**src/rtl/core/bgf_pkg.sv**
```systemverilog
// ----------------------------------------------------------------------------
// bgf_pkg
// shared types and constants of the button gesture state machine
// ----------------------------------------------------------------------------
`default_nettype none

package bgf_pkg;

    localparam int unsigned TimerW    = 16;
    localparam int unsigned CfgIndexW = 2;
    localparam int unsigned InDataW   = 8;
    localparam int unsigned OutDataW  = 32;

    localparam logic [TimerW-1:0] DebounceTimeRst     = 16'd20;
    localparam logic [TimerW-1:0] LongPressTimeRst    = 16'd1000;
    localparam logic [TimerW-1:0] SelfTestArmTimeRst  = 16'd5000;

    localparam logic [CfgIndexW-1:0] CfgDebounceTime    = 2'd0;
    localparam logic [CfgIndexW-1:0] CfgLongPressTime   = 2'd1;
    localparam logic [CfgIndexW-1:0] CfgSelfTestArmTime = 2'd2;

    typedef enum logic [2:0] {
        ST_IDLE      = 3'd0,
        ST_DEBOUNCE  = 3'd1,
        ST_PRESSED   = 3'd2,
        ST_CLICK     = 3'd3,
        ST_WAIT_LONG = 3'd4,
        ST_ARMED     = 3'd5,
        ST_CONFIRM   = 3'd6,
        ST_SELF_TEST = 3'd7
    } state_t;

    typedef enum logic [2:0] {
        EV_PRESSED  = 3'd0,
        EV_RELEASED = 3'd1,
        EV_DEB_OK   = 3'd2,
        EV_LONG     = 3'd3,
        EV_TIMEOUT  = 3'd4,
        EV_ACCEPTED = 3'd5,
        EV_OTHER    = 3'd6
    } event_t;

    typedef enum logic [1:0] {
        FX_NONE    = 2'd0,
        FX_START   = 2'd1,
        FX_CANCEL  = 2'd2,
        FX_PUBLISH = 2'd3
    } effect_t;

    typedef struct packed {
        logic [TimerW-1:0] debounce_time;
        logic [TimerW-1:0] long_press_time;
        logic [TimerW-1:0] self_test_arm_time;
    } timers_t;

    // packed lowest field last so the struct maps onto tdata directly
    typedef struct packed {
        logic [TimerW-1:0] timer_value;
        effect_t           effect_code;
        state_t            new_state;
        state_t            prior_state;
        logic              applied;
    } result_t;

endpackage

`default_nettype wire

```
**src/rtl/core/bgf_cfg_regs.sv**
```systemverilog
// ----------------------------------------------------------------------------
// bgf_cfg_regs
// timer duration registers written through the configuration channel
// ----------------------------------------------------------------------------
`default_nettype none

module bgf_cfg_regs (
    input  wire logic                            clk,
    input  wire logic                            rst_n,
    input  wire logic                            wr_en,
    input  wire logic [bgf_pkg::CfgIndexW-1:0]   wr_index,
    input  wire logic [bgf_pkg::TimerW-1:0]      wr_data,
    output bgf_pkg::timers_t                     timers
);

    bgf_pkg::timers_t timers_reg;
    bgf_pkg::timers_t timers_next;

    always_comb
    begin
        timers_next = timers_reg;
        if (wr_en)
        begin
            unique case (wr_index)
                bgf_pkg::CfgDebounceTime:    timers_next.debounce_time      = wr_data;
                bgf_pkg::CfgLongPressTime:   timers_next.long_press_time    = wr_data;
                bgf_pkg::CfgSelfTestArmTime: timers_next.self_test_arm_time = wr_data;
                default:                     timers_next = timers_reg;
            endcase
        end
    end

    always_ff @(posedge clk or negedge rst_n)
    begin
        if (!rst_n)
        begin
            timers_reg.debounce_time      <= bgf_pkg::DebounceTimeRst;
            timers_reg.long_press_time    <= bgf_pkg::LongPressTimeRst;
            timers_reg.self_test_arm_time <= bgf_pkg::SelfTestArmTimeRst;
        end
        else
        begin
            timers_reg <= timers_next;
        end
    end

    assign timers = timers_reg;

endmodule

`default_nettype wire

```
**src/rtl/core/bgf_fsm.sv**
```systemverilog
// ----------------------------------------------------------------------------
// bgf_fsm
// gesture state register and per-event transition decode
// ----------------------------------------------------------------------------
`default_nettype none

module bgf_fsm (
    input  wire logic             clk,
    input  wire logic             rst_n,
    input  wire logic             step,
    input  wire logic [2:0]       event_kind,
    input  wire bgf_pkg::timers_t timers,
    output bgf_pkg::result_t      result
);

    bgf_pkg::state_t  state_reg;
    bgf_pkg::state_t  state_next;
    bgf_pkg::event_t  ev;
    logic             hit;
    bgf_pkg::effect_t effect;
    logic [bgf_pkg::TimerW-1:0] timer_value;

    assign ev = bgf_pkg::event_t'(event_kind);

    // next state
    always_comb
    begin
        state_next = state_reg;
        unique case (state_reg)
            bgf_pkg::ST_IDLE:
            begin
                if (ev == bgf_pkg::EV_PRESSED)
                    state_next = bgf_pkg::ST_DEBOUNCE;
            end
            bgf_pkg::ST_DEBOUNCE:
            begin
                case (ev)
                    bgf_pkg::EV_RELEASED: state_next = bgf_pkg::ST_IDLE;
                    bgf_pkg::EV_DEB_OK:   state_next = bgf_pkg::ST_PRESSED;
                    default:              state_next = state_reg;
                endcase
            end
            bgf_pkg::ST_PRESSED:
            begin
                case (ev)
                    bgf_pkg::EV_RELEASED: state_next = bgf_pkg::ST_CLICK;
                    bgf_pkg::EV_LONG:     state_next = bgf_pkg::ST_WAIT_LONG;
                    default:              state_next = state_reg;
                endcase
            end
            bgf_pkg::ST_WAIT_LONG:
            begin
                if (ev == bgf_pkg::EV_RELEASED)
                    state_next = bgf_pkg::ST_ARMED;
            end
            bgf_pkg::ST_ARMED:
            begin
                case (ev)
                    bgf_pkg::EV_PRESSED: state_next = bgf_pkg::ST_CONFIRM;
                    bgf_pkg::EV_TIMEOUT: state_next = bgf_pkg::ST_IDLE;
                    default:             state_next = state_reg;
                endcase
            end
            bgf_pkg::ST_CONFIRM:
            begin
                case (ev)
                    bgf_pkg::EV_RELEASED: state_next = bgf_pkg::ST_SELF_TEST;
                    bgf_pkg::EV_LONG:     state_next = bgf_pkg::ST_IDLE;
                    default:              state_next = state_reg;
                endcase
            end
            bgf_pkg::ST_CLICK, bgf_pkg::ST_SELF_TEST:
            begin
                if (ev == bgf_pkg::EV_ACCEPTED)
                    state_next = bgf_pkg::ST_IDLE;
            end
            default: state_next = state_reg;
        endcase
    end

    // outputs
    always_comb
    begin
        hit         = 1'b0;
        effect      = bgf_pkg::FX_NONE;
        timer_value = '0;
        unique case (state_reg)
            bgf_pkg::ST_IDLE:
            begin
                if (ev == bgf_pkg::EV_PRESSED)
                begin
                    hit         = 1'b1;
                    effect      = bgf_pkg::FX_START;
                    timer_value = timers.debounce_time;
                end
            end
            bgf_pkg::ST_DEBOUNCE:
            begin
                case (ev)
                    bgf_pkg::EV_RELEASED:
                    begin
                        hit    = 1'b1;
                        effect = bgf_pkg::FX_CANCEL;
                    end
                    bgf_pkg::EV_DEB_OK:
                    begin
                        hit         = 1'b1;
                        effect      = bgf_pkg::FX_START;
                        timer_value = timers.long_press_time;
                    end
                    default: hit = 1'b0;
                endcase
            end
            bgf_pkg::ST_PRESSED:
            begin
                case (ev)
                    bgf_pkg::EV_RELEASED:
                    begin
                        hit    = 1'b1;
                        effect = bgf_pkg::FX_PUBLISH;
                    end
                    bgf_pkg::EV_LONG: hit = 1'b1;
                    default:          hit = 1'b0;
                endcase
            end
            bgf_pkg::ST_WAIT_LONG:
            begin
                if (ev == bgf_pkg::EV_RELEASED)
                begin
                    hit         = 1'b1;
                    effect      = bgf_pkg::FX_START;
                    timer_value = timers.self_test_arm_time;
                end
            end
            bgf_pkg::ST_ARMED:
            begin
                case (ev)
                    bgf_pkg::EV_PRESSED:
                    begin
                        hit    = 1'b1;
                        effect = bgf_pkg::FX_CANCEL;
                    end
                    bgf_pkg::EV_TIMEOUT: hit = 1'b1;
                    default:             hit = 1'b0;
                endcase
            end
            bgf_pkg::ST_CONFIRM:
            begin
                if (ev == bgf_pkg::EV_RELEASED || ev == bgf_pkg::EV_LONG)
                begin
                    hit    = 1'b1;
                    effect = bgf_pkg::FX_PUBLISH;
                end
            end
            bgf_pkg::ST_CLICK, bgf_pkg::ST_SELF_TEST:
            begin
                if (ev == bgf_pkg::EV_ACCEPTED)
                    hit = 1'b1;
            end
            default: hit = 1'b0;
        endcase
    end

    always_ff @(posedge clk or negedge rst_n)
    begin
        if (!rst_n)
            state_reg <= bgf_pkg::ST_IDLE;
        else if (step)
            state_reg <= state_next;
    end

    assign result.applied     = hit;
    assign result.prior_state = state_reg;
    assign result.new_state   = state_next;
    assign result.effect_code = effect;
    assign result.timer_value = timer_value;

endmodule

`default_nettype wire

```
**src/rtl/core/bgf_out_buf.sv**
```systemverilog
// ----------------------------------------------------------------------------
// bgf_out_buf
// two-entry result buffer: output register plus skid slot
// ----------------------------------------------------------------------------
`default_nettype none

module bgf_out_buf (
    input  wire logic             clk,
    input  wire logic             rst_n,
    input  wire logic             push,
    input  wire bgf_pkg::result_t push_data,
    output logic                  can_push,
    output logic                  out_valid,
    input  wire logic             out_ready,
    output bgf_pkg::result_t      out_data
);

    logic             head_valid_reg;
    logic             head_valid_next;
    logic             skid_valid_reg;
    logic             skid_valid_next;
    bgf_pkg::result_t head_reg;
    bgf_pkg::result_t head_next;
    bgf_pkg::result_t skid_reg;
    bgf_pkg::result_t skid_next;
    logic             pop;

    assign pop = head_valid_reg && out_ready;

    always_comb
    begin
        head_valid_next = head_valid_reg;
        skid_valid_next = skid_valid_reg;
        head_next       = head_reg;
        skid_next       = skid_reg;
        case ({push, pop})
            2'b11:
            begin
                if (skid_valid_reg)
                begin
                    head_next = skid_reg;
                    skid_next = push_data;
                end
                else
                begin
                    head_next = push_data;
                end
            end
            2'b01:
            begin
                head_next       = skid_reg;
                head_valid_next = skid_valid_reg;
                skid_valid_next = 1'b0;
            end
            2'b10:
            begin
                if (!head_valid_reg)
                begin
                    head_next       = push_data;
                    head_valid_next = 1'b1;
                end
                else
                begin
                    skid_next       = push_data;
                    skid_valid_next = 1'b1;
                end
            end
            default: head_next = head_reg;
        endcase
    end

    always_ff @(posedge clk or negedge rst_n)
    begin
        if (!rst_n)
        begin
            head_valid_reg <= 1'b0;
            skid_valid_reg <= 1'b0;
        end
        else
        begin
            head_valid_reg <= head_valid_next;
            skid_valid_reg <= skid_valid_next;
        end
    end

    always_ff @(posedge clk)
    begin
        head_reg <= head_next;
        skid_reg <= skid_next;
    end

    assign can_push  = !skid_valid_reg;
    assign out_valid = head_valid_reg;
    assign out_data  = head_reg;

endmodule

`default_nettype wire

```
**src/rtl/core/button_gesture_fsm_core.sv**
```systemverilog
// ----------------------------------------------------------------------------
// button_gesture_fsm_core
// eight-state button gesture machine with debounce and long-press timing
//
// input stream: one event code per request on s_tdata; every request gives
// exactly one result request on m_tdata (applied flag, prior and new state,
// effect code, timer duration for start-timer effects)
// configuration: cfg_valid/cfg_ready write of a timer duration, index 0
// debounce, 1 long press, 2 self-test arm window; other indexes are ignored;
// cfg_ready is always high
// output: each result is registered in the output buffer before it shows on m_tvalid
// throughput: one event per cycle while s_tready is high; the transition decode
// is combinational and the state register updates on each taken event
// stall: results queue in an output register and a skid slot, so one more
// event is taken while a result waits; s_tready drops once both are full
// reset: state returns to idle, timer registers to 20, 1000 and 5000 ms,
// pending results are dropped
// ----------------------------------------------------------------------------
`default_nettype none

module button_gesture_fsm_core (
    input  wire logic                             clk,
    input  wire logic                             rst_n,
    input  wire logic                             s_tvalid,
    output logic                                  s_tready,
    input  wire logic [bgf_pkg::InDataW-1:0]      s_tdata,   // [2:0] event_kind
    output logic                                  m_tvalid,
    input  wire logic                             m_tready,
    // [0] applied, [3:1] prior_state, [6:4] new_state, [8:7] effect_code,
    // [24:9] timer_value
    output logic [bgf_pkg::OutDataW-1:0]          m_tdata,
    input  wire logic                             cfg_valid,
    output logic                                  cfg_ready,
    input  wire logic [bgf_pkg::CfgIndexW-1:0]    cfg_index,
    input  wire logic [bgf_pkg::TimerW-1:0]       cfg_data
);

    localparam int unsigned ResultW = $bits(bgf_pkg::result_t);

    bgf_pkg::timers_t timers;
    bgf_pkg::result_t step_result;
    bgf_pkg::result_t out_result;
    logic             accept;
    logic             can_push;

    assign cfg_ready = 1'b1;
    assign s_tready  = can_push;
    assign accept    = s_tvalid && can_push;

    bgf_cfg_regs u_cfg_regs (
        .clk      (clk),
        .rst_n    (rst_n),
        .wr_en    (cfg_valid),
        .wr_index (cfg_index),
        .wr_data  (cfg_data),
        .timers   (timers)
    );

    bgf_fsm u_fsm (
        .clk        (clk),
        .rst_n      (rst_n),
        .step       (accept),
        .event_kind (s_tdata[2:0]),
        .timers     (timers),
        .result     (step_result)
    );

    bgf_out_buf u_out_buf (
        .clk       (clk),
        .rst_n     (rst_n),
        .push      (accept),
        .push_data (step_result),
        .can_push  (can_push),
        .out_valid (m_tvalid),
        .out_ready (m_tready),
        .out_data  (out_result)
    );

    assign m_tdata = {{(bgf_pkg::OutDataW - ResultW){1'b0}}, out_result};

endmodule

`default_nettype wire
```
**config.mk**
```make
export PLATFORM = sky130hd
export DESIGN_NAME = button_gesture_fsm_core
export DESIGN_NICKNAME = d
export VERILOG_FILES = /design/src/rtl/core/bgf_pkg.sv /design/src/rtl/core/bgf_cfg_regs.sv /design/src/rtl/core/bgf_fsm.sv /design/src/rtl/core/bgf_out_buf.sv /design/src/rtl/core/button_gesture_fsm_core.sv
export SDC_FILE = /design/constraint.sdc
export NUM_CORES = 1
export LEC_CHECK = 0
export ABC_AREA = 0
export BUFFER_PORTS_ARGS = -buffer_cell sky130_fd_sc_hd__buf_2
export CAP_MARGIN = 10
export CORE_ASPECT_RATIO = 1.75
export CORE_MARGIN = 2
export CORE_UTILIZATION = 55
export CTS_BUF_LIST = sky130_fd_sc_hd__clkbuf_4
export CTS_CLUSTER_DIAMETER = 120
export CTS_CLUSTER_SIZE = 12
export DETAILED_ROUTE_END_ITERATION = 10
export GPL_TIMING_DRIVEN = 1
export PLACE_DENSITY = 0.76
export SLEW_MARGIN = 40
export SYNTH_ARGS = -nofsm -noshare
export SYNTH_HDL_FRONTEND = slang
export SYNTH_SLANG_ARGS = --single-unit
```
**constraint.sdc**
```tcl
create_clock -name clk -period 4.4 [get_ports clk]
set_clock_uncertainty 0.1 [all_clocks]
set_input_delay 0.22 -clock clk [delete_from_list [all_inputs] [get_ports clk]]
set_output_delay 0.22 -clock clk [all_outputs]
set_load 0.02 [all_outputs]
```
======== Word-level counts from Yosys, hierarchy flattened ========
Cells that the tools add are included.
storage, ports and cells
  bits of input ports ..................... 31
  flip-flop bits (word level) ............. 103
cells by class
  muxes and demuxes ....................... 36
  reductions and logical operators ........ 20
  equality and inequality tests ........... 20
operators with widths
  operator              count
  $mux W25              4
  $pmux W25 S3          1
  $pmux W25 S2          1
  $mux W16              3
  $pmux W16 S3          1
  $pmux W3 S2           4
  $pmux W3 S7           1
  $eq A3 B3 Y1 const B  6
  $eq A3 B2 Y1 const B  4
  $pmux W2 S6           1
  $mux W1               10
  $reduce_and A2 Y1     5
  $mux W3               3
  $reduce_or A2 Y1      4
  $pmux W1 S7           1
  $eq A2 B2 Y1 const B  3
  $eq A3 B1 Y1 const B  2
  $logic_not A3 Y1      2
  $mux W2               3
  $eq A2 B1 Y1 const B  2
  $ne A2 B1 Y1 const B  2
  $pmux W1 S2           2
  $pmux W2 S2           1
  $reduce_bool A2 Y1    2
  7 further kinds       8

======== Depth between registers and ports, before layout ========
Gate-level depths: netlist (run 1).
  word-level depth ........................ 6
  depth in mapped cells ................... 10
  depth with buffers taken out ............ 8

======== Hierarchy ========
Synthesis (run 1) repeated with hierarchy kept, for this count alone.
unflattened totals
  cells, all modules ...................... 375
  area, all modules ....................... 5002.3 um^2
by module, submodules not included
  module                   cells an instance  times used  area an instance (um^2)  seq. area each (um^2)
  bgf_out_buf              159                1           2373.5                   1551.5
  bgf_cfg_regs             102                1           1831.8                   1217.4
  bgf_fsm                  103                1           723.2                    75.1
  button_gesture_fsm_core  11                 1           73.8                     0.0

======== Least setup slack after synthesis (run 1) ========
Ideal clock, no wire load.
  path type ............................... reg-to-reg
  from .................................... register u_out_buf.skid_valid_reg
  to ...................................... register u_out_buf.skid_reg[0] (netlist bit), enable pin
  buffers on the path ..................... 3
  library setup time ...................... 0.438 ns
  required time ........................... 3.862 ns
  slack ................................... 0.314 ns
  stages on the path, launching flop included .. 11
  arrival ................................. 3.548 ns
  path through ............................ dfrtp_1 -> clkbuf_1 -> inv_2 -> nand2_1 -> inv_1 -> ha_1 -> clkbuf_1 -> clkinv_1 -> clkbuf_1 -> nor2_1 -> nor3_1
on the way
  cells in the longest elaborated chain, start to end .. 5
RTL lines
  what                                                                 line                           text
  start: declaration                                                   bgf_out_buf.sv:20              logic skid_valid_reg;
  start signal: assignment                                             bgf_out_buf.sv:82              skid_valid_reg <= skid_valid_next;
  $logic_not A1 Y1 (*)                                                 bgf_out_buf.sv:92              assign can_push = !skid_valid_reg;
  via s_tready                                                         button_gesture_fsm_core.sv:25  output logic s_tready,
  $logic_and A1 B1 Y1 (*)                                              button_gesture_fsm_core.sv:48  assign accept = s_tvalid && can_push;
  via accept                                                           button_gesture_fsm_core.sv:43  logic accept;
  $eq A2 B2 Y1                                                         bgf_out_buf.sv:36              case ({push, pop})
  $ne A2 B1 Y1 (no source line) or $reduce_bool A2 Y1 (tied branches)  -
  $reduce_and A3 Y1 (no source line) (*)                               -
  end signal: assignment                                               bgf_out_buf.sv:89              skid_reg <= skid_next;
  end: declaration                                                     bgf_out_buf.sv:24              bgf_pkg::result_t skid_reg;
The timed path passes the listed nets; every way through them passes the cells marked *.
A chain may end at the register's enable or synchronous reset.

======== Final worst setup path (run 1) ========
  from .................................... register u_out_buf.skid_valid_reg
  to ...................................... register u_out_buf.skid_reg[24] (netlist bit), enable pin
on the way
  cells in the longest elaborated chain, start to end .. 5
RTL lines
  what                                                                 line
  $logic_not A1 Y1 (*)                                                 bgf_out_buf.sv:92
  $logic_and A1 B1 Y1 (*)                                              button_gesture_fsm_core.sv:48
  via accept                                                           button_gesture_fsm_core.sv:43
  $eq A2 B2 Y1                                                         bgf_out_buf.sv:36
  $ne A2 B1 Y1 (no source line) or $reduce_bool A2 Y1 (tied branches)  -
  $reduce_and A3 Y1 (no source line) (*)                               -
Marked as above.

==> results of run 1 <==
area by class of cell:
cell class                 count  area share [%]
clock buffer                   9            1.19
inverter                       7           0.462
multi-input combinational    271            35.6
timing repair buffer          79            9.01
antenna                        1          0.0440
sequential                   103            50.0
tap                          120            2.64
clock inverter                 7            1.12
placed cells by master (no fill, tap or decap), types with 5 or more instances in the layout:
cell / netlist / routed
a21oi_1: 8 / 8
a221o_1: 16 / 16
a221oi_1: 6 / 6
a22oi_1: 16 / 16
buf_2: 6 / 52
buf_4: 8 / 8
clkbuf_4: 0 / 9
conb_1: 2 / 8
dfrtp_1: 40 / 40
dfstp_2: 13 / 13
dlygate4sd3_1: 0 / 17
edfxtp_1: 50 / 50
inv_1: 5 / 5
mux2_2: 51 / 51
nand2_1: 42 / 42
nand3_1: 17 / 17
nor2_1: 25 / 25
nor2b_1: 5 / 5
o21ai_0: 8 / 7
o221a_1: 10 / 10
o221a_2: 8 / 8
kinds of logic (layout without fill, tap and decap cells):
group                      count (synthesis)  in the layout  share of synthesized area (%)
and+or+nand+nor                          109            109                           10.4
DFF                                      103            103                           55.9
AOI/OAI and AO/OA                         94             94                           15.5
muxes                                     55             55                           12.1
buffers and inverters                     48            102                           4.87
adders and majority gates                  3              3                          0.738
other                                      2              9                          0.148
xor gates and xnor gates                   2              2                          0.345
metrics by stage:
| step | std cells | power [uW] | area [sq um] |
|---|---|---|---|
| after floorplan | 422 | 2490 | 5110 |
| after global placement | 561 | 2840 | 5360 |
| after detailed placement | 563 | 2890 | 5390 |
| after CTS | 596 | 3370 | 5690 |
| after global routing | 597 | 3560 | 5690 |
| final | 597 | 3360 | 5690 |
layer usage:
metal / track usage, % / up-vias / share of wire [%]
met5: 0 / - / 0
met4: 11.3 / 0 / 2.2
met3: 4.19 / 19 / 5.6
met2: 42.1 / 154 / 54
met1: 25.8 / 1792 / 38
li1: - / 1678 / -
power by group:
part	internal [uW]	total [uW]	switching [uW]
Combinational	536	1300	760
Clock	169	475	306
Sequential	1410	1580	177
Total	2110	3360	1240
timing repair:
item / in CTS / in global routing
hold buffers: 17 / 0
hold endpoints to repair: 88 / 0
endpoints found under the setup margin: 0 / 0
worst max-delay path: stages, from the launching register on:
cell and delay [ns]:
dfrtp_1 0.49, inv_2 0.20, nand2_1 0.17, inv_1 0.19, ha_1 0.45, clkinv_1 0.64
nor2_1 0.31, nor3_2 0.06, buf_4 0.24
final timing paths:
kind	from	endpoint	slack [ns]
hold reg to reg	u_cfg_regs.timers[30]	u_cfg_regs.timers[30]	0.42
setup reg to reg	u_out_buf.skid_valid_reg	u_out_buf.skid_reg[24]	1.24
hold / removal	s_tdata[2]	u_out_buf.skid_reg[0]	0.15
setup / recovery	u_out_buf.skid_valid_reg	u_out_buf.skid_reg[24]	1.24
max in group asynchronous	rst_n	u_cfg_regs.timers[18]	3.45
min in group asynchronous	rst_n	u_cfg_regs.timers[0]	0.29
==> impl_metrics.py, run 1 <==
metrics = {
    "outcome": {
        "outcome": "complete, no violations",
    },
    "global_routing": {
        "grt_antenna_before_repair": 1,
        "grt_use_total_pct": 23.3,
        "grt_pass1_vias": 3794,
        "grt_max_degree": 54,
        "grt_pass1_wl_um": 18400,
        "grt_overflow": 0,
    },
    "power": {
        "power_density_nw_per_um2": 589,
        "p_leak_uw": 0.00234,
        "ir_drop_uv": 256,
    },
    "clock_network": {
        "clk_latency_ns": 0.46,
        "clk_pin_slew_worst_paths_ns": 0.15,
        "clockBufferDepth": 2,
        "cts-root-buf": "clkbuf_4",
        "cts_buffers": 9,
        "cts.sink_count": 103,
        "cts_setup_buffers": 0,
        "cts_max_level": 3,
        "cts_tree": "done",
        "post_cts_resized": 0,
    },
    "synth": {
        "async_reset_ff_share_pct": 51.5,
        "synthTopCellsByArea": "edfxtp_1 30%, dfrtp_1 20%, mux2_2 11%",
        "synth_common_cells": "51 x mux2_2, 50 x edfxtp_1, 42 x nand2_1, 40 x dfrtp_1, 25 x nor2_1",
        "synth-seq-cells": 103,
        "avgSynthCellArea_sq_um": 12.2,
        "yosys.cell_types.count": 50,
        "synth_most_common_cell": "mux2_2",
        "synth-edff-count": 50,
        "seq_area_frac_synth_pct": 55.9,
        "ys_warn_count": 0,
        "syn-instance-count": 416,
        "yosysTopAreaCellShare_pct": 29.5,
        "synth-main-ff-cell": "edfxtp_1",
        "syn_area_sq_um": 5080,
        "yosys.area.top_type": "edfxtp_1",
    },
    "final_layout": {
        "drive_gt1_share_pct": 33.0,
        "fin_util_pct": 63.0,
        "multiInputGateArea_sq_um": 2030,
        "nNetsFinal": 505,
        "largest_reg_flops": 48,
        "num-fill-cells": 753,
        "area_delta_synth_final_pct": 12.0,
        "regArea_sq_um": 2840,
    },
    "sta": {
        "finalCritPeriodShare_pct": 71.8,
        "worst_pin_slew_ns": 0.832,
        "relSlewSlack_pct": 44.5,
        "setup_viol": 0,
        "rsz0062_at_grt": "false",
        "final-hold-violation-count": 0,
        "holdWs_ns": 0.153,
        "final.min_clock_period_ns": 3.16,
        "report.final.slew_viol_count": 0,
        "fmax_ghz": 0.317,
        "worst_slack_ns": 1.24,
        "fin_tns_setup_ns": 0,
    },
    "worst_hold_path": {
        "hp-class": "input pin to flip-flop",
        "min_path_cells": 2,
    },
    "drt": {
        "wl_per_cell_um": 18.6,
        "vias_per_cell": 6.10,
        "ant_nets": 0,
        "dr.pass1.iters": 5,
        "route.detailed.drc": 0,
        "wl_um": 11100,
        "drtIter0Drc": 209,
        "via_count": 3643,
    },
    "floorplanning": {
        "ioPinCount": 66,
        "die_area_sq_um": 10100,
        "rows": 46,
        "die_x_um": 76.7,
        "start_util_pct": 56.3,
        "core_area_sq_um": 9040,
        "die_y_um": 131,
    },
    "placed_design": {
        "numPortBuffers": 52,
        "place_congestion": 0.900,
        "dpl_worst_slack_ns": 1.34,
        "dp_hpwl_um": 7450,
    },
    "worst_setup_path": {
        "required_ns": 4.49,
        "worstPathMaxFanout": 25,
        "worstPathArrival_ns": 3.25,
        "path_class": "flip-flop to flip-flop",
        "r2r_cells": 8,
        "end_kind": "flip-flop",
        "start_kind": "flip-flop",
    },
    "run": {
        "maxCapViolCount": 0,
    },
}
(Power assumes the default switching activity.)
==> run 2: changes to the inputs <==
--- a/config.mk
+++ b/config.mk
@@ -5,7 +5,7 @@
 export SDC_FILE = /design/constraint.sdc
 export NUM_CORES = 1
 export LEC_CHECK = 0
-export ABC_AREA = 0
+export ABC_AREA = 1
 export BUFFER_PORTS_ARGS = -buffer_cell sky130_fd_sc_hd__buf_2
 export CAP_MARGIN = 10
 export CORE_ASPECT_RATIO = 1.75
==> constraint.sdc (replaced) <==
create_clock -name clk -period 3.3 [get_ports clk]
set_clock_uncertainty 0.1 [all_clocks]
set_input_delay 0.165 -clock clk [delete_from_list [all_inputs] [get_ports clk]]
set_output_delay 0.165 -clock clk [all_outputs]
set_load 0.02 [all_outputs]
==> run 2 against run 1 <==
Effect of this change: die area up 4.2%; non-clock buffer count down 4; total power up 28%; largest cell class unchanged.
==> impl_metrics.py, run 2 <==
metrics = {
    "global_routing": {
        "met3_usage_pct": 2.56,
        "grt_max_degree": 54,
        "grt_pass1_wl_um": 17800,
        "met2_usage_pct": 37.7,
        "busiest_layer": "met2",
        "grt_overflow": 0,
        "grt_antenna_before_repair": 0,
        "met1_usage_pct": 25.5,
        "grt_pass1_vias": 3911,
        "grt_use_total_pct": 21.4,
    },
    "clock_network": {
        "cts_setup_buffers": 0,
        "clk_latency_ns": 0.47,
        "cts.sink_count": 103,
        "cts_tree": "done",
        "cts_max_level": 3,
        "clockBufferDepth": 2,
        "cts-root-buf": "clkbuf_4",
        "cts_buffers": 9,
        "clk_pin_slew_worst_paths_ns": 0.16,
        "post_cts_resized": 0,
    },
    "floorplanning": {
        "core_area_sq_um": 9410,
        "ioPinCount": 66,
        "die_area_sq_um": 10500,
        "rows": 47,
        "start_util_pct": 56.4,
        "die_x_um": 78.2,
        "die_y_um": 134,
    },
    "sta": {
        "worst_pin_slew_ns": 0.654,
        "report.final.slew_viol_count": 0,
        "rsz0062_at_grt": "false",
        "fmax_ghz": 0.422,
        "final.min_clock_period_ns": 2.37,
        "final-hold-violation-count": 0,
        "holdWs_ns": 0.0456,
        "relSlewSlack_pct": 56.4,
        "fin_tns_setup_ns": 0,
        "setup_viol": 0,
        "finalCritPeriodShare_pct": 71.8,
        "worst_slack_ns": 0.932,
    },
    "worst_setup_path": {
        "r2r_end": "u_out_buf.skid_reg[14]",
        "timing.rr.start": "u_out_buf.skid_valid_reg",
        "end_kind": "flip-flop",
        "r2r_cells": 7,
        "path_class": "flip-flop to flip-flop",
        "ff2ff_setup_slack_ns": 0.93,
        "required_ns": 3.34,
        "worstPathMaxFanout": 25,
        "start_kind": "flip-flop",
        "worstPathArrival_ns": 2.41,
    },
    "synth": {
        "yosys.cell_types.count": 29,
        "yosysTopAreaCellShare_pct": 28.3,
        "syn_area_sq_um": 5310,
        "ys_warn_count": 0,
        "synthTopCellsByArea": "edfxtp_1 28%, dfrtp_1 19%, nand2_1 16%",
        "synth_most_common_cell": "nand2_1",
        "async_reset_ff_share_pct": 51.5,
        "yosys.area.top_type": "edfxtp_1",
        "seq_area_frac_synth_pct": 53.6,
        "syn-instance-count": 616,
        "synth_common_cells": "224 x nand2_1, 60 x inv_1, 60 x o21ai_0, 50 x edfxtp_1, 48 x a21oi_1",
        "synth-seq-cells": 103,
        "avgSynthCellArea_sq_um": 8.61,
        "synth-edff-count": 50,
        "synth-main-ff-cell": "edfxtp_1",
    },
    "drt": {
        "wl_um": 10600,
        "drtIter0Drc": 370,
        "vias_per_cell": 5.22,
        "via_count": 4169,
        "ant_nets": 0,
        "route.detailed.drc": 0,
        "dr.pass1.iters": 5,
        "wl_per_cell_um": 13.3,
    },
    "worst_hold_path": {
        "hold_path_end": "u_out_buf.out_data[3]",
        "hold_start": "m_tready",
        "min_path_cells": 3,
        "hp-class": "input pin to flip-flop",
    },
    "run": {
        "maxCapViolCount": 0,
    },
    "final_layout": {
        "stdcell_area_sq_um": 5890,
        "largest_reg_flops": 48,
        "layout_commonest_cell": "nand2_1",
        "n_antenna_cell": 0,
        "area_delta_synth_final_pct": 11.0,
        "final_cells": 799,
        "drive_gt1_share_pct": 21.4,
        "nNetsFinal": 706,
        "final_cell_mix": "222 x nand2_1, 59 x inv_1, 59 x o21ai_0",
    },
    "outcome": {
        "outcome": "complete, no violations",
    },
    "placed_design": {
        "dp.cells": 766,
        "dpl_worst_slack_ns": 0.970,
        "dp_hpwl_um": 7270,
        "place_congestion": 0.813,
        "numPortBuffers": 52,
        "placed_cell_area_sq_um": 5600,
    },
    "power": {
        "ir_drop_uv": 435,
        "p_leak_uw": 0.00299,
        "power_density_nw_per_um2": 732,
    },
}
-- run 2: changes by cell type in the layout (fill, tap and decap cells not counted), sizes merged, moves of 6 or more --
cell	previous run	this run
nand2	42	246
o21ai	8	60
a22oi	16	0
a21oi	8	48
nand3	17	27
a221o	16	0
mux2	51	0
inv	6	68
a221oi	6	0
o221a	18	0
-- run 2: final cells by class --
class,instances,area [sq um]
Clock buffer,9,67.6
Fill cell,804,3520
Sequential cell,103,2840
Tap cell,122,153
Timing Repair Buffer,75,478
Multi-Input combinational cell,419,2050
Inverter,64,245
Clock inverter,7,45.0
-- run 2: kinds of logic after synthesis --
group / synth area share [%]
flip-flops: 53.6
adder cells (fa/ha/maj): 0.708
other: 0.142
buffers and inverters: 8.63
AND/OR/NAND/NOR: 26.1
AO/OA/AOI/OAI: 10.8
-- run 2: critical path, cell delays in order (launching register included) --
cell and delay, ns:
dfrtp_1 0.38, inv_1 0.06, nand2_1 0.24, inv_1 0.19, ha_1 0.24, buf_4 0.22, a211oi_4 0.25, buf_4 0.36
-- run 2: how the worst max path moves through the flow --
stage               slack [ns]                     start                      to  cells past startpoint
floorplan                 0.29  u_out_buf.skid_valid_reg   u_out_buf.out_data[0]                      3
global route              0.83  u_out_buf.skid_valid_reg   u_out_buf.skid_reg[9]                      7
finish                    0.93  u_out_buf.skid_valid_reg  u_out_buf.skid_reg[14]                      7
detailed placement        0.97  u_out_buf.skid_valid_reg  u_out_buf.skid_reg[18]                      7
CTS                       0.93  u_out_buf.skid_valid_reg  u_out_buf.skid_reg[14]                      7
global placement          1.05  u_out_buf.skid_valid_reg  u_out_buf.skid_reg[18]                      7
-- run 2: where the power goes --
group          switching (uW)  leakage [uW]  internal (uW)
Sequential                175       0.00113           1850
Clock                     414     0.0000689            157
Combinational            1180       0.00180            532
Total                    1760       0.00299           2540
-- run 2: per-stage QoR --
stage / util (%) / power [uW]
3_5_place_dp: 59.5 / 3740
6_report: 62.6 / 4310
2_1_floorplan: - / 3280
3_3_place_gp: 59.4 / 3660
5_1_grt: 62.6 / 4610
4_1_cts: 62.5 / 4320
-- run 2: routing by layer --
metal  up-vias  share of wire, %
met4         0               3.0
met5         -                 0
li1       2069                 -
met3        18               4.0
met2       132                51
met1      1950                42
-- run 2: what timing repair did --
item	CTS	global route
endpoints found under the hold margin	101	0
hold buffers	17	0
endpoints found under the setup margin	0	0
==> run 3: changes to the inputs <==
==> constraint.sdc (replaced) <==
create_clock -name clk -period 2.4 [get_ports clk]
set_clock_uncertainty 0.1 [all_clocks]
set_input_delay 0.12 -clock clk [delete_from_list [all_inputs] [get_ports clk]]
set_output_delay 0.12 -clock clk [all_outputs]
set_load 0.02 [all_outputs]
==> run 3 against run 2 <==
Effect of this change: critical endpoint is now u_out_buf.out_data[4]; clock power is 93% higher; critical path type unchanged; maximum frequency grew 15%; register-to-register slack got worse by 0.59 ns; worst hold slack improved by 0.056 ns.
==> impl_metrics.py, run 3 (synthesis gave the netlist of run 2 again) <==
metrics = {
    "drt": {
        "wl_per_cell_um": 13.4,
        "via_count": 4185,
        "drtIter0Drc": 414,
        "wl_um": 10800,
        "ant_nets": 0,
        "route.detailed.drc": 0,
        "vias_per_cell": 5.21,
        "dr.pass1.iters": 5,
    },
    "clock_network": {
        "clk_pin_slew_worst_paths_ns": 0.16,
        "cts_setup_buffers": 0,
        "clk_latency_ns": 0.46,
        "cts_buffers": 9,
        "post_cts_resized": 0,
        "ctsHoldBuffers": 18,
        "cts-root-buf": "clkbuf_4",
        "cts.sink_count": 103,
        "clockBufferDepth": 2,
        "cts_max_level": 3,
        "cts_tree": "done",
    },
    "placed_design": {
        "dp_hpwl_um": 7270,
        "place_congestion": 0.911,
        "numPortBuffers": 52,
    },
    "worst_setup_path": {
        "ff2ff_setup_slack_ns": 0.35,
        "start_kind": "flip-flop",
        "path_class": "flip-flop to flip-flop",
        "timing.rr.start": "u_out_buf.skid_valid_reg",
        "end_kind": "flip-flop",
        "required_ns": 2.65,
        "max_stage_delay_ns": 0.41,
        "worstPathCellList": "inv_1, nand2_2, inv_1, ha_1, buf_4, inv_1, o21bai_1, nand2_1, nand2_1, inv_1",
        "worstPathArrival_ns": 2.30,
        "startpoint": "u_out_buf.skid_valid_reg",
        "cp_common_cell": "inv_1",
        "worstPathMaxFanout": 23,
        "crit_slowest_cell": "dfrtp_1",
    },
    "outcome": {
        "outcome": "complete, no violations",
    },
    "sta": {
        "final.min_clock_period_ns": 2.05,
        "final-hold-violation-count": 0,
        "relSlewSlack_pct": 55.4,
        "worst_pin_slew_ns": 0.668,
        "report.final.slew_viol_count": 0,
        "rsz0062_at_grt": "false",
        "fmax_ghz": 0.487,
        "finalCritPeriodShare_pct": 85.6,
        "setup_viol": 0,
        "fin_tns_setup_ns": 0,
    },
    "worst_hold_path": {
        "hp-class": "input pin to flip-flop",
        "hold_start": "cfg_index[0]",
    },
    "power": {
        "power_density_nw_per_um2": 1050,
        "switching_share_pct": 39.0,
        "seq_power_share_pct": 44.4,
        "p_leak_uw": 0.00305,
        "p_int_uw": 3820,
        "combPwrFrac_pct": 38.0,
        "p_sw_uw": 2450,
        "clock_power_share_pct": 17.6,
        "ir_drop_uv": 555,
    },
    "final_layout": {
        "layout_commonest_cell": "nand2_1",
        "fin_util_pct": 63.7,
        "final_cell_mix": "221 x nand2_1, 60 x inv_1, 59 x o21ai_0",
        "largest_reg_flops": 48,
        "n_antenna_cell": 0,
        "area_delta_synth_final_pct": 13.0,
        "drive_gt1_share_pct": 21.7,
        "nNetsFinal": 711,
    },
    "floorplanning": {
        "core_area_sq_um": 9410,
        "start_util_pct": 56.4,
        "die_area_sq_um": 10500,
        "rows": 47,
        "die_y_um": 134,
        "ioPinCount": 66,
        "die_x_um": 78.2,
    },
    "global_routing": {
        "grt_pass1_wl_um": 18100,
        "grt_max_degree": 54,
        "grt_antenna_before_repair": 0,
        "grt_overflow": 0,
        "grt_use_total_pct": 22.0,
        "grt_pass1_vias": 3944,
    },
    "run": {
        "maxCapViolCount": 0,
    },
}
run 3: per-stage QoR:
step	instance area, sq um	hold WS (ns)	setup WS (ns)	total power [uW]	instances
final	5990	0.102	0.346	6270	804
after global routing	5990	0.111	0.183	6670	804
after CTS	5990	0.0820	0.251	6260	804
after detailed placement	5630	0.174	0.281	5150	770
after global placement	5620	0.159	0.368	5050	770
after floorplan	5340	-0.276	0.0140	4510	622
run 3: path summary, 6_finish.rpt:
check	cells past startpoint	to
hold reg to reg	2	u_cfg_regs.timers[36]
setup reg to reg	10	u_out_buf.out_data[4]
min in group asynchronous	3	u_cfg_regs.timers[42]
max in group asynchronous	3	u_cfg_regs.timers[0]
setup / recovery	10	u_out_buf.out_data[4]
hold / removal	5	u_cfg_regs.timers[19]
run 3: area by class of cell:
class	count	area, sq um
flip-flops and latches	103	2840
clock buffers	9	67.6
clock inverters	7	118
well taps	122	153
repair buffers	80	515
inverters	64	245
fillers	803	3410
multi-input cells	419	2050
run 3: power groups by stage:
stage / Combinational (uW) / Clock, uW / Sequential (uW)
after floorplan: 1420 / 0 / 3100
after global placement: 2260 / 0 / 2790
after detailed placement: 2330 / 0 / 2820
after CTS: 2360 / 1120 / 2780
after global routing: 2650 / 1200 / 2830
final: 2380 / 1100 / 2780
run 3: critical path, delay by kind of cell, from the launching register on:
| kind | cells | cell delay [ns] |
|---|---|---|
| AOI/OAI and AO/OA | 1 | 0.19 |
| adders and majority gates | 1 | 0.24 |
| buffers and inverters | 5 | 0.76 |
| DFF | 1 | 0.41 |
| and+or+nand+nor | 3 | 0.23 |
run 3: routing by layer:
metal  part of all wire [%]  wire length [um]  up-vias  track usage, %
met2                     52              5590      137            37.5
met5                      0                 0        -               0
met4                    2.8               300        0            11.2
met3                    4.2               454       29            3.10
met1                     41              4460     1938            27.1
li1                       -                 -     2081               -
